## config.mk

```make
export PLATFORM = sky130hd
export DESIGN_NAME = bitmap_run_allocator_flat
export DESIGN_NICKNAME = d
export VERILOG_FILES = /design/src/hdl/bra_pkg.sv /design/src/hdl/bra_if.sv /design/src/hdl/bra_ram.sv /design/src/hdl/bra_datapath.sv /design/src/hdl/bra_ctrl.sv /design/src/hdl/bitmap_run_allocator.sv /design/src/flat_wrapper.sv
export VERILOG_INCLUDE_DIRS = /design/src /design/src/hdl
export SDC_FILE = /design/constraint.sdc
export NUM_CORES = 2
export LEC_CHECK = 0
export ABC_AREA = 0
export BUFFER_PORTS_ARGS = -buffer_cell sky130_fd_sc_hd__buf_2
export CORE_UTILIZATION = 40
export CTS_CLUSTER_SIZE = 12
export DETAILED_ROUTE_END_ITERATION = 10
export PLACE_DENSITY = 0.58
export SLEW_MARGIN = 0
export SYNTH_ARGS = -nofsm -noshare
export SYNTH_HDL_FRONTEND = slang
export SYNTH_SLANG_ARGS = --single-unit
```

## constraint.sdc

```tcl
create_clock -name clk -period 40.8 [get_ports clk]
set_clock_uncertainty 0.1 [all_clocks]
set_input_delay 12.24 -clock clk [delete_from_list [all_inputs] [get_ports clk]]
set_output_delay 12.24 -clock clk [all_outputs]
set_load 0.01 [all_outputs]
```

## src/hdl/bitmap_run_allocator_macros.svh

```systemverilog
// ----------------------------------------------------------------------------
// bitmap run allocator assertion macros
// shorthand for clocked assertions on clk with arst_n as the disable
// ----------------------------------------------------------------------------
`ifndef BITMAP_RUN_ALLOCATOR_MACROS_SVH
`define BITMAP_RUN_ALLOCATOR_MACROS_SVH

// same-cycle implication
`define BRA_ASSERT_IMP(lbl, ante, cons, msg) \
	lbl: assert property (@(posedge clk) disable iff (!arst_n) (ante) |-> (cons)) \
		else $error(msg);

// next-cycle implication
`define BRA_ASSERT_NXT(lbl, ante, cons, msg) \
	lbl: assert property (@(posedge clk) disable iff (!arst_n) (ante) |=> (cons)) \
		else $error(msg);

`endif

```

## src/hdl/bra_pkg.sv

```systemverilog
// ----------------------------------------------------------------------------
// bra_pkg
// field widths, codes and controller/datapath handshake types
// ----------------------------------------------------------------------------
package bra_pkg;

	localparam int FUNC_W        = 2;
	localparam int INDEX_W       = 21;
	localparam int COUNT_W       = 11;
	localparam int BASE_W        = 20;
	localparam int LEN_W         = 8;
	localparam int CFG_IDX_W     = 1;
	localparam int CFG_DATA_W    = 20;
	localparam int BIT_SEL_W     = 3;
	localparam int DEF_MAP_BYTES = 128;

	localparam logic [LEN_W-1:0]     LEN_RESET = 8'd128;
	localparam logic [BIT_SEL_W-1:0] BIT_MAX   = 3'd7;

	typedef enum logic [FUNC_W-1:0] {
		FN_TEST  = 2'd0,
		FN_SET   = 2'd1,
		FN_CLEAR = 2'd2,
		FN_ALLOC = 2'd3
	} fn_t;

	typedef enum logic [CFG_IDX_W-1:0] {
		REG_BASE_INDEX   = 1'b0,
		REG_LENGTH_BYTES = 1'b1
	} cfg_reg_t;

	// controller to datapath
	typedef struct packed {
		logic req_load;
		logic decode;
		logic clr_wr;
		logic bit_exec;
		logic scan_step;
		logic mark_step;
		logic out_load;
	} dp_cmd_t;

	// datapath to controller
	typedef struct packed {
		logic is_alloc;
		logic skip_alloc;
		logic range_err;
		logic scan_hit;
		logic scan_last;
		logic mark_last;
		logic clr_last;
	} dp_sts_t;

endpackage

```

## src/hdl/bra_if.sv

```systemverilog
// ----------------------------------------------------------------------------
// bra channel interfaces
// request, response and configuration write channels
// ----------------------------------------------------------------------------
interface bra_req_if import bra_pkg::*; ();
	logic               valid;
	logic               ready;
	logic [FUNC_W-1:0]  func;
	logic [INDEX_W-1:0] index;
	logic [COUNT_W-1:0] count;

	modport source (output valid, func, index, count, input ready);
	modport sink (input valid, func, index, count, output ready);
endinterface

interface bra_rsp_if import bra_pkg::*; ();
	logic               valid;
	logic               ready;
	logic               bit_value;
	logic [INDEX_W-1:0] start_index;
	logic               found;
	logic               range_error;

	modport source (output valid, bit_value, start_index, found, range_error, input ready);
	modport sink (input valid, bit_value, start_index, found, range_error, output ready);
endinterface

interface bra_cfg_if import bra_pkg::*; ();
	logic                  valid;
	logic                  ready;
	logic [CFG_IDX_W-1:0]  index;
	logic [CFG_DATA_W-1:0] data;

	modport source (output valid, index, data, input ready);
	modport sink (input valid, index, data, output ready);
endinterface

```

## src/hdl/bra_ram.sv

```systemverilog
// ----------------------------------------------------------------------------
// bra_ram
// generic simple dual-port ram, one write and one registered read per cycle
// ----------------------------------------------------------------------------
module bra_ram #(
	parameter int WIDTH = 8,
	parameter int DEPTH = 128
) (
	input  logic                                         clk,
	input  logic                                         we,
	input  logic [(DEPTH > 1 ? $clog2(DEPTH) : 1)-1:0]   waddr,
	input  logic [WIDTH-1:0]                             wdata,
	input  logic [(DEPTH > 1 ? $clog2(DEPTH) : 1)-1:0]   raddr,
	output logic [WIDTH-1:0]                             rdata
);

	logic [WIDTH-1:0] mem_q [DEPTH];
	logic [WIDTH-1:0] rdata_q;

	always_ff @(posedge clk) begin
		if (we) begin
			mem_q[waddr] <= wdata;
		end
		rdata_q <= mem_q[raddr];
	end

	assign rdata = rdata_q;

endmodule

```

## src/hdl/bra_datapath.sv

```systemverilog
// ----------------------------------------------------------------------------
// bra_datapath
// config and request registers, bitmap ram, run scan and run marking
// ----------------------------------------------------------------------------
module bra_datapath import bra_pkg::*; #(
	parameter int MAP_BYTES = DEF_MAP_BYTES
) (
	input  logic                  clk,
	input  logic                  arst_n,
	input  logic                  cfg_we,
	input  logic [CFG_IDX_W-1:0]  cfg_index,
	input  logic [CFG_DATA_W-1:0] cfg_data,
	input  logic [FUNC_W-1:0]     req_func,
	input  logic [INDEX_W-1:0]    req_index,
	input  logic [COUNT_W-1:0]    req_count,
	input  dp_cmd_t               cmd,
	output dp_sts_t               sts,
	output logic                  bit_value,
	output logic [INDEX_W-1:0]    start_index,
	output logic                  found,
	output logic                  range_error
);

	localparam int AW    = MAP_BYTES > 1 ? $clog2(MAP_BYTES) : 1;
	localparam int BW    = AW + BIT_SEL_W;
	localparam int EXT_W = (BW > COUNT_W ? BW : COUNT_W) + 1;
	localparam int CMP_W = (AW > LEN_W ? AW : LEN_W) + 1;

	// configuration
	logic [BASE_W-1:0] base_q;
	logic [LEN_W-1:0]  length_q;

	// request
	fn_t                func_q;
	logic [INDEX_W-1:0] index_q;
	logic [COUNT_W-1:0] count_q;

	// scan and mark
	logic [AW-1:0]        pk_q;
	logic [AW-1:0]        mk_q;
	logic [COUNT_W-1:0]   run_q;
	logic [AW-1:0]        first_byte_q;
	logic [BIT_SEL_W-1:0] first_bit_q;
	logic [AW-1:0]        last_byte_q;
	logic [BIT_SEL_W-1:0] last_bit_q;
	logic [AW-1:0]        clr_q;

	// result and output registers
	logic               bit_q;
	logic [INDEX_W-1:0] start_q;
	logic               found_q;
	logic               err_q;
	logic               out_bit_q;
	logic [INDEX_W-1:0] out_start_q;
	logic               out_found_q;
	logic               out_err_q;

	// ram
	logic          ram_we;
	logic [AW-1:0] ram_waddr;
	logic [7:0]    ram_wdata;
	logic [AW-1:0] ram_raddr;
	logic [7:0]    ram_rdata;

	// combinational
	logic [LEN_W-1:0]     win;
	logic [INDEX_W-1:0]   rel;
	logic                 range_err;
	logic [AW-1:0]        rel_byte;
	logic [BIT_SEL_W-1:0] rel_bit;
	logic [7:0]           bit_mask;
	logic [COUNT_W-1:0]   run_next;
	logic                 hit;
	logic [BIT_SEL_W-1:0] hit_bit;
	logic [BW-1:0]        pos;
	logic [EXT_W-1:0]     first_ext;
	logic [BW-1:0]        first;
	logic [BIT_SEL_W-1:0] mark_lo;
	logic [BIT_SEL_W-1:0] mark_hi;
	logic [7:0]           mark_mask;

	bra_ram #(
		.WIDTH (8),
		.DEPTH (MAP_BYTES)
	) u_ram (
		.clk   (clk),
		.we    (ram_we),
		.waddr (ram_waddr),
		.wdata (ram_wdata),
		.raddr (ram_raddr),
		.rdata (ram_rdata)
	);

	// window limited to the store size
	assign win = (32'(length_q) < MAP_BYTES) ? length_q : LEN_W'(MAP_BYTES);

	assign rel       = index_q - INDEX_W'(base_q);
	assign range_err = (index_q < INDEX_W'(base_q))
		|| (rel[INDEX_W-1:BIT_SEL_W] >= (INDEX_W-BIT_SEL_W)'(win));
	assign rel_byte  = rel[AW+BIT_SEL_W-1:BIT_SEL_W];
	assign rel_bit   = rel[BIT_SEL_W-1:0];
	assign bit_mask  = 8'b1 << rel_bit;

	// run counter over the eight bits of the current byte
	always_comb begin
		logic [COUNT_W-1:0] run_v;
		logic               hit_v;
		logic [BIT_SEL_W-1:0] hb_v;
		run_v = run_q;
		hit_v = 1'b0;
		hb_v  = '0;
		for (int b = 0; b < 8; b++) begin
			if (!hit_v) begin
				run_v = ram_rdata[b] ? '0 : run_v + 1'b1;
				if (run_v == count_q) begin
					hit_v = 1'b1;
					hb_v  = BIT_SEL_W'(b);
				end
			end
		end
		run_next = run_v;
		hit      = hit_v;
		hit_bit  = hb_v;
	end

	assign pos       = {pk_q, hit_bit};
	assign first_ext = EXT_W'(pos) + 1'b1 - EXT_W'(count_q);
	assign first     = first_ext[BW-1:0];

	assign mark_lo = (mk_q == first_byte_q) ? first_bit_q : '0;
	assign mark_hi = (mk_q == last_byte_q) ? last_bit_q : BIT_MAX;

	always_comb begin
		for (int b = 0; b < 8; b++) begin
			mark_mask[b] = (BIT_SEL_W'(b) >= mark_lo) && (BIT_SEL_W'(b) <= mark_hi);
		end
	end

	// ram port selection
	always_comb begin
		ram_we    = 1'b0;
		ram_waddr = '0;
		ram_wdata = '0;
		ram_raddr = '0;
		priority if (cmd.clr_wr) begin
			ram_we    = 1'b1;
			ram_waddr = clr_q;
		end else if (cmd.decode) begin
			ram_raddr = (func_q == FN_ALLOC) ? '0 : rel_byte;
		end else if (cmd.bit_exec) begin
			ram_we    = (func_q != FN_TEST);
			ram_waddr = rel_byte;
			ram_wdata = (func_q == FN_SET) ? (ram_rdata | bit_mask) : (ram_rdata & ~bit_mask);
		end else if (cmd.scan_step) begin
			ram_raddr = hit ? first[BW-1:BIT_SEL_W] : pk_q + 1'b1;
		end else if (cmd.mark_step) begin
			ram_we    = 1'b1;
			ram_waddr = mk_q;
			ram_wdata = ram_rdata | mark_mask;
			ram_raddr = mk_q + 1'b1;
		end
	end

	assign sts.is_alloc   = (func_q == FN_ALLOC);
	assign sts.skip_alloc = (count_q == '0) || (win == '0);
	assign sts.range_err  = range_err;
	assign sts.scan_hit   = hit;
	assign sts.scan_last  = (CMP_W'(pk_q) + 1'b1) == CMP_W'(win);
	assign sts.mark_last  = (mk_q == last_byte_q);
	assign sts.clr_last   = (clr_q == AW'(MAP_BYTES - 1));

	always_ff @(posedge clk or negedge arst_n) begin
		if (!arst_n) begin
			base_q   <= '0;
			length_q <= LEN_RESET;
			clr_q    <= '0;
		end else begin
			if (cfg_we) begin
				unique case (cfg_reg_t'(cfg_index))
					REG_BASE_INDEX:   base_q   <= cfg_data[BASE_W-1:0];
					REG_LENGTH_BYTES: length_q <= cfg_data[LEN_W-1:0];
				endcase
			end
			if (cmd.clr_wr) begin
				clr_q <= clr_q + 1'b1;
			end
		end
	end

	always_ff @(posedge clk) begin
		if (cmd.req_load) begin
			func_q  <= fn_t'(req_func);
			index_q <= req_index;
			count_q <= req_count;
			bit_q   <= 1'b0;
			start_q <= '0;
			found_q <= 1'b0;
			err_q   <= 1'b0;
		end
		if (cmd.decode) begin
			err_q <= (func_q != FN_ALLOC) && range_err;
			pk_q  <= '0;
			run_q <= '0;
		end
		if (cmd.bit_exec && func_q == FN_TEST) begin
			bit_q <= ram_rdata[rel_bit];
		end
		if (cmd.scan_step) begin
			if (hit) begin
				found_q      <= 1'b1;
				start_q      <= INDEX_W'(base_q) + INDEX_W'(first);
				first_byte_q <= first[BW-1:BIT_SEL_W];
				first_bit_q  <= first[BIT_SEL_W-1:0];
				last_byte_q  <= pk_q;
				last_bit_q   <= hit_bit;
				mk_q         <= first[BW-1:BIT_SEL_W];
			end else begin
				pk_q  <= pk_q + 1'b1;
				run_q <= run_next;
			end
		end
		if (cmd.mark_step) begin
			mk_q <= mk_q + 1'b1;
		end
		if (cmd.out_load) begin
			out_bit_q   <= bit_q;
			out_start_q <= start_q;
			out_found_q <= found_q;
			out_err_q   <= err_q;
		end
	end

	assign bit_value   = out_bit_q;
	assign start_index = out_start_q;
	assign found       = out_found_q;
	assign range_error = out_err_q;

endmodule

```

## src/hdl/bra_ctrl.sv

```systemverilog
// ----------------------------------------------------------------------------
// bra_ctrl
// sequencer for clearing, bit operations, run scan and run marking
// ----------------------------------------------------------------------------
module bra_ctrl import bra_pkg::*; (
	input  logic    clk,
	input  logic    arst_n,
	input  logic    req_valid,
	output logic    req_ready,
	output logic    rsp_valid,
	input  logic    rsp_ready,
	input  dp_sts_t sts,
	output dp_cmd_t cmd
);

	typedef enum logic [2:0] {
		ST_CLEAR,
		ST_IDLE,
		ST_DECODE,
		ST_BITOP,
		ST_SCAN,
		ST_MARK,
		ST_FINISH
	} state_t;

	state_t state_q;
	logic   ready_q;
	logic   rsp_valid_q;

	always_comb begin
		cmd = '0;
		unique case (state_q)
			ST_CLEAR:  cmd.clr_wr    = 1'b1;
			ST_IDLE:   cmd.req_load  = req_valid && ready_q;
			ST_DECODE: cmd.decode    = 1'b1;
			ST_BITOP:  cmd.bit_exec  = 1'b1;
			ST_SCAN:   cmd.scan_step = 1'b1;
			ST_MARK:   cmd.mark_step = 1'b1;
			ST_FINISH: cmd.out_load  = !rsp_valid_q || rsp_ready;
		endcase
	end

	always_ff @(posedge clk or negedge arst_n) begin
		if (!arst_n) begin
			state_q     <= ST_CLEAR;
			ready_q     <= 1'b0;
			rsp_valid_q <= 1'b0;
		end else begin
			if (cmd.out_load) begin
				rsp_valid_q <= 1'b1;
			end else if (rsp_ready) begin
				rsp_valid_q <= 1'b0;
			end
			unique case (state_q)
				ST_CLEAR: begin
					if (sts.clr_last) begin
						state_q <= ST_IDLE;
						ready_q <= 1'b1;
					end
				end
				ST_IDLE: begin
					if (cmd.req_load) begin
						state_q <= ST_DECODE;
						ready_q <= 1'b0;
					end
				end
				ST_DECODE: begin
					if (sts.is_alloc) begin
						state_q <= sts.skip_alloc ? ST_FINISH : ST_SCAN;
					end else begin
						state_q <= sts.range_err ? ST_FINISH : ST_BITOP;
					end
				end
				ST_BITOP: state_q <= ST_FINISH;
				ST_SCAN: begin
					// a hit on the last byte still wins
					if (sts.scan_hit) begin
						state_q <= ST_MARK;
					end else if (sts.scan_last) begin
						state_q <= ST_FINISH;
					end
				end
				ST_MARK: begin
					if (sts.mark_last) begin
						state_q <= ST_FINISH;
					end
				end
				ST_FINISH: begin
					if (cmd.out_load) begin
						state_q <= ST_IDLE;
						ready_q <= 1'b1;
					end
				end
			endcase
		end
	end

	assign req_ready = ready_q;
	assign rsp_valid = rsp_valid_q;

endmodule

```

## src/hdl/bitmap_run_allocator.sv

```systemverilog
// ----------------------------------------------------------------------------
// bitmap_run_allocator
// First-fit page bitmap allocator. The bitmap sits in a MAP_BYTES x 8 ram
// with one registered read port, so the block works on one request at a
// time and the ram port sets the pace. Test, set and clear pass through
// decode and a bit operation before the response register loads; an
// out-of-range index skips the bit operation. Allocate decodes, scans the
// bitmap byte by byte up to and including the byte that completes the run
// (or the last window byte), marks each byte the run touches and loads
// the response; with a zero count or an empty window it goes from decode
// straight to the response. The next request is taken in the cycle after
// the response register loads, and a finished response waits in that
// register while the next request is taken; a response that is still
// waiting when the following one is done holds the block until it leaves.
// After reset the bitmap is cleared one byte per cycle and requests are
// held off until that ends; configuration writes are taken every cycle.
// ----------------------------------------------------------------------------
`include "bitmap_run_allocator_macros.svh"

module bitmap_run_allocator import bra_pkg::*; #(
	parameter int MAP_BYTES = DEF_MAP_BYTES
) (
	input  logic      clk,
	input  logic      arst_n,
	bra_req_if.sink   req,
	bra_rsp_if.source rsp,
	bra_cfg_if.sink   cfg
);

	dp_cmd_t cmd;
	dp_sts_t sts;

	assign cfg.ready = 1'b1;

	bra_ctrl u_ctrl (
		.clk       (clk),
		.arst_n    (arst_n),
		.req_valid (req.valid),
		.req_ready (req.ready),
		.rsp_valid (rsp.valid),
		.rsp_ready (rsp.ready),
		.sts       (sts),
		.cmd       (cmd)
	);

	bra_datapath #(
		.MAP_BYTES (MAP_BYTES)
	) u_datapath (
		.clk         (clk),
		.arst_n      (arst_n),
		.cfg_we      (cfg.valid && cfg.ready),
		.cfg_index   (cfg.index),
		.cfg_data    (cfg.data),
		.req_func    (req.func),
		.req_index   (req.index),
		.req_count   (req.count),
		.cmd         (cmd),
		.sts         (sts),
		.bit_value   (rsp.bit_value),
		.start_index (rsp.start_index),
		.found       (rsp.found),
		.range_error (rsp.range_error)
	);

	// no bitmap write while waiting for a request
	`BRA_ASSERT_IMP(a_idle_no_write, req.ready, !(cmd.clr_wr || cmd.bit_exec || cmd.mark_step), "bitmap written while idle")
	// one request at a time
	`BRA_ASSERT_NXT(a_busy_after_req, req.valid && req.ready, !req.ready, "request taken while busy")
	`BRA_ASSERT_IMP(a_cmd_onehot, 1'b1, $onehot0({cmd.req_load, cmd.decode, cmd.clr_wr, cmd.bit_exec, cmd.scan_step, cmd.mark_step, cmd.out_load}), "more than one datapath command")
	`BRA_ASSERT_IMP(a_found_no_err, rsp.valid, !(rsp.found && rsp.range_error), "found and range error together")

endmodule
```

## src/flat_wrapper.sv

```systemverilog
// flat-port wrapper written by rule: the top's interface ports become plain ports
module bitmap_run_allocator_flat import bra_pkg::*;
#(
	parameter int MAP_BYTES = DEF_MAP_BYTES
)
  (clk, arst_n, req_valid, req_func, req_index, req_count, req_ready, rsp_valid, rsp_bit_value, rsp_start_index, rsp_found, rsp_range_error, rsp_ready, cfg_valid, cfg_index, cfg_data, cfg_ready);
  bra_req_if req_i ();
  bra_rsp_if rsp_i ();
  bra_cfg_if cfg_i ();
  input  logic clk;
  input  logic arst_n;
  input wire logic [$bits(req_i.valid)-1:0] req_valid;
  input wire logic [$bits(req_i.func)-1:0] req_func;
  input wire logic [$bits(req_i.index)-1:0] req_index;
  input wire logic [$bits(req_i.count)-1:0] req_count;
  output wire logic [$bits(req_i.ready)-1:0] req_ready;
  output wire logic [$bits(rsp_i.valid)-1:0] rsp_valid;
  output wire logic [$bits(rsp_i.bit_value)-1:0] rsp_bit_value;
  output wire logic [$bits(rsp_i.start_index)-1:0] rsp_start_index;
  output wire logic [$bits(rsp_i.found)-1:0] rsp_found;
  output wire logic [$bits(rsp_i.range_error)-1:0] rsp_range_error;
  input wire logic [$bits(rsp_i.ready)-1:0] rsp_ready;
  input wire logic [$bits(cfg_i.valid)-1:0] cfg_valid;
  input wire logic [$bits(cfg_i.index)-1:0] cfg_index;
  input wire logic [$bits(cfg_i.data)-1:0] cfg_data;
  output wire logic [$bits(cfg_i.ready)-1:0] cfg_ready;
  assign req_i.valid = req_valid;
  assign req_i.func = req_func;
  assign req_i.index = req_index;
  assign req_i.count = req_count;
  assign req_ready = req_i.ready;
  assign rsp_valid = rsp_i.valid;
  assign rsp_bit_value = rsp_i.bit_value;
  assign rsp_start_index = rsp_i.start_index;
  assign rsp_found = rsp_i.found;
  assign rsp_range_error = rsp_i.range_error;
  assign rsp_i.ready = rsp_ready;
  assign cfg_i.valid = cfg_valid;
  assign cfg_i.index = cfg_index;
  assign cfg_i.data = cfg_data;
  assign cfg_ready = cfg_i.ready;
  bitmap_run_allocator #(.MAP_BYTES(MAP_BYTES)) u_core (.clk(clk), .arst_n(arst_n), .req(req_i), .rsp(rsp_i), .cfg(cfg_i));
endmodule
```

==> impl_metrics.toml <==
[detailed_routing]
vias = 45000
drtPass1Iterations = 6
wirelength_um = 190000
viasPerCell = 6.08
ant_nets = 0
drtIter0Drc = 4986
drc = 0
detail_route.wl_per_cell_um = 25.6

[setup_path]
cp_common_cell = "ha_1"
crit_required_ns = 41.38
startpoint_type = "flip-flop"
cpMaxStageDelayCell = "a2111oi_0"
cp_max_fo = 84
crit_buf_inv = 6
path_class = "reg -> reg"
ff2ff_setup_slack_ns = 19.40
cp_top_family = "compound AO/OA/AOI/OAI gates"
arrival_ns = 21.98
critPathCaptureType = "flip-flop"
cpPeakStageDelay_ns = 0.87

[global_route]
grt_pass1_wl_um = 282000
overflow = 0
grt_pass1_vias = 42700
grt_usage = 0.246
antenna_found_initial = 1
grt_max_degree = 177

[logic_synthesis]
synth_cell_types = 133
yosysWarnings = 0
ys.flop_type = "edfxtp_1"
ys_top_cells_by_area = "edfxtp_1 56%, nand2_1 5.8%, a21oi_1 3.5%, nand3_1 2.1%, nor2_1 2.1%"
synth_top_area_share = 0.559
async_flop_share = 0.0334
syn_avg_cell_area_um2 = 11.0
ys_ff_latch = 1199
synth_seq_area_share = 0.592
synth_commonest_cells = "1111 x edfxtp_1, 925 x nand2_1, 418 x a21oi_1"
synth-edff-count = 1111
synth.most_common_cell = "edfxtp_1"
syn_area_mm2 = 0.0596
synth_nets = 5550
synthCells = 5420
synth_top_area_cell = "edfxtp_1"

[timing]
finalSetupViolCount = 0
period_share = 0.524
fmax_ghz = 0.0467
tns_ns = 0
fin_crit_ns = 21.40
worst_pin_slew_ns = 1.18
maxSlewViolCount = 0
rsz0062_at_grt = "false"
relSlewSlack = 0.215
whs_ns = 0.326
finalHoldViolCount = 0
layout_setup_ws_ns = 19.40

[place]
dp.cells = 7168
place_ws_ns = 19.82
place_congestion = 0.944
placed_area_mm2 = 0.0619
dpl.hpwl_um = 120000
portBuffers = 85

[clock_tree]
post_cts_buffers = 0
hold_buffers = 0
cts-root-buf = "clkbuf_16"
cts_buffers = 133
path_clk_slew_ns = 0.06
cts_sinks = 1199
cts_resized = 0
clockBufferDepth = 3
cts_tree = "done"
cts_max_level = 4
clkLatencyLatePin_ns = 0.77

[die]
start_util = 0.403
fp-row-count = 141
die_area_mm2 = 0.151
ios = 87
die_y_um = 388
coreArea_mm2 = 0.148
die_x_um = 388

[hold_path]
hold_class = "reg -> reg"

[power]
leakage_nw = 22.4
power_density_mw_per_mm2 = 74.8
max-vdd-ir-drop_mv = 0.0718
total_power_mw = 4.93

[cells_and_area]
stdcell_count = 7398
post-route-util = 0.446
design_area_mm2 = 0.0660
fin_nets = 5503
drive_gt1_frac = 0.0959
syn_to_final_growth_pct = 10.6

[job]
drv_cap = 0

[run_status]
status = "complete, no violations"
[final cells by class]
class | count | area [um2]
Clock buffer | 177 | 3620
Antenna cell | 2 | 5.00
Multi-Input combinational cell | 3772 | 22600
Fill cell | 13700 | 81900
Sequential cell | 1199 | 35300
Clock inverter | 51 | 488
Inverter | 81 | 304
Timing Repair Buffer | 186 | 1220
Tap cell | 1930 | 2410
[cells in the final DEF, fill, tap and decap left out, types with 85 or more instances in the layout]
cell,count
clkbuf_16,136
nand4_1,102
nand2_1,921
buf_4,98
a21oi_1,417
o21ai_0,195
nand3_1,253
and3_1,89
edfxtp_1,1111
nor3_1,108
buf_2,85
xnor2_1,95
a211oi_1,92
nor2_1,321
[metal layers]
| layer | vias to the layer above | share of wire | global-route usage | routed length, um |
|---|---|---|---|---|
| met5 | - | 0 | 0 | 0 |
| met4 | 0 | 0.040 | 0.0989 | 7600 |
| met3 | 382 | 0.070 | 0.0390 | 13300 |
| met2 | 1879 | 0.46 | 0.385 | 87300 |
| met1 | 22300 | 0.43 | 0.342 | 81400 |
| li1 | 20400 | - | - | - |
[worst reg2reg max path: cells and delay by family (launching register included)]
kind,cells,cell delay (ns)
AO/OA/AOI/OAI,24,7.66
AND/OR/NAND/NOR,23,7.33
adder cells (fa/ha/maj),7,2.58
buffers and inverters,6,2.14
flip-flops,1,0.68
XOR/XNOR,2,0.43
multiplexers,1,0.40
[worst paths after layout]
path                                                          end                           from  cells after the start
worst max-delay path             u_core.u_datapath.u_ram.rdata[4]     u_core.u_datapath.run_q[0]                     63
worst min-delay path            u_core.u_datapath.start_index[12]  u_core.u_datapath.start_q[12]                      0
worst max register to register   u_core.u_datapath.u_ram.rdata[4]     u_core.u_datapath.run_q[0]                     63
worst min register to register  u_core.u_datapath.start_index[12]  u_core.u_datapath.start_q[12]                      0
max in group asynchronous              u_core.u_datapath.clr_q[4]                         arst_n                      1
min in group asynchronous                 u_core.u_ctrl.rsp_valid                         arst_n                      1
[flip-flops by register name, indices dropped and copies added (netlist names), 2 cells and up]
signal	cells
u_core.u_datapath.index_q	21
u_core.u_ctrl.state_q	3
u_core.u_datapath.mk_q	7
u_core.u_datapath.func_q	2
u_core.u_datapath.clr_q	7
u_core.u_datapath.base_q	20
u_core.u_datapath.u_ram.rdata	8
u_core.u_datapath.start_index	21
u_core.u_datapath.run_q	11
u_core.u_datapath.last_bit_q	3
u_core.u_datapath.count_q	11
u_core.u_datapath.first_byte_q	7
u_core.u_datapath.length_q	8
u_core.u_datapath.first_bit_q	3
u_core.u_datapath.start_q	21
u_core.u_datapath.pk_q	7
u_core.u_datapath.u_ram.mem_q	1024
u_core.u_datapath.last_byte_q	7
[cell families (layout without fill, tap and decap cells)]
kind of cell / after synthesis / in the layout / synth area share
mux: 97 / 97 / 0.0178
buf+inv: 449 / 495 / 0.0324
flops: 1199 / 1199 / 0.592
compound gates: 1346 / 1346 / 0.153
simple gates: 2117 / 2117 / 0.168
other cells: 1 / 3 / 0.0000629
fa+ha+maj: 70 / 70 / 0.0151
xor+xnor: 141 / 141 / 0.0221
[where the power goes]
group | internal [mW] | total [mW] | switching, mW | leakage, nW
sequential | 1.60 | 1.65 | 0.0473 | 11.0
clock | 0.646 | 1.14 | 0.498 | 1.98
combinational | 0.570 | 2.14 | 1.57 | 9.40
total | 2.82 | 4.93 | 2.12 | 22.4
Note: power is estimated with default switching activity, not from simulation.
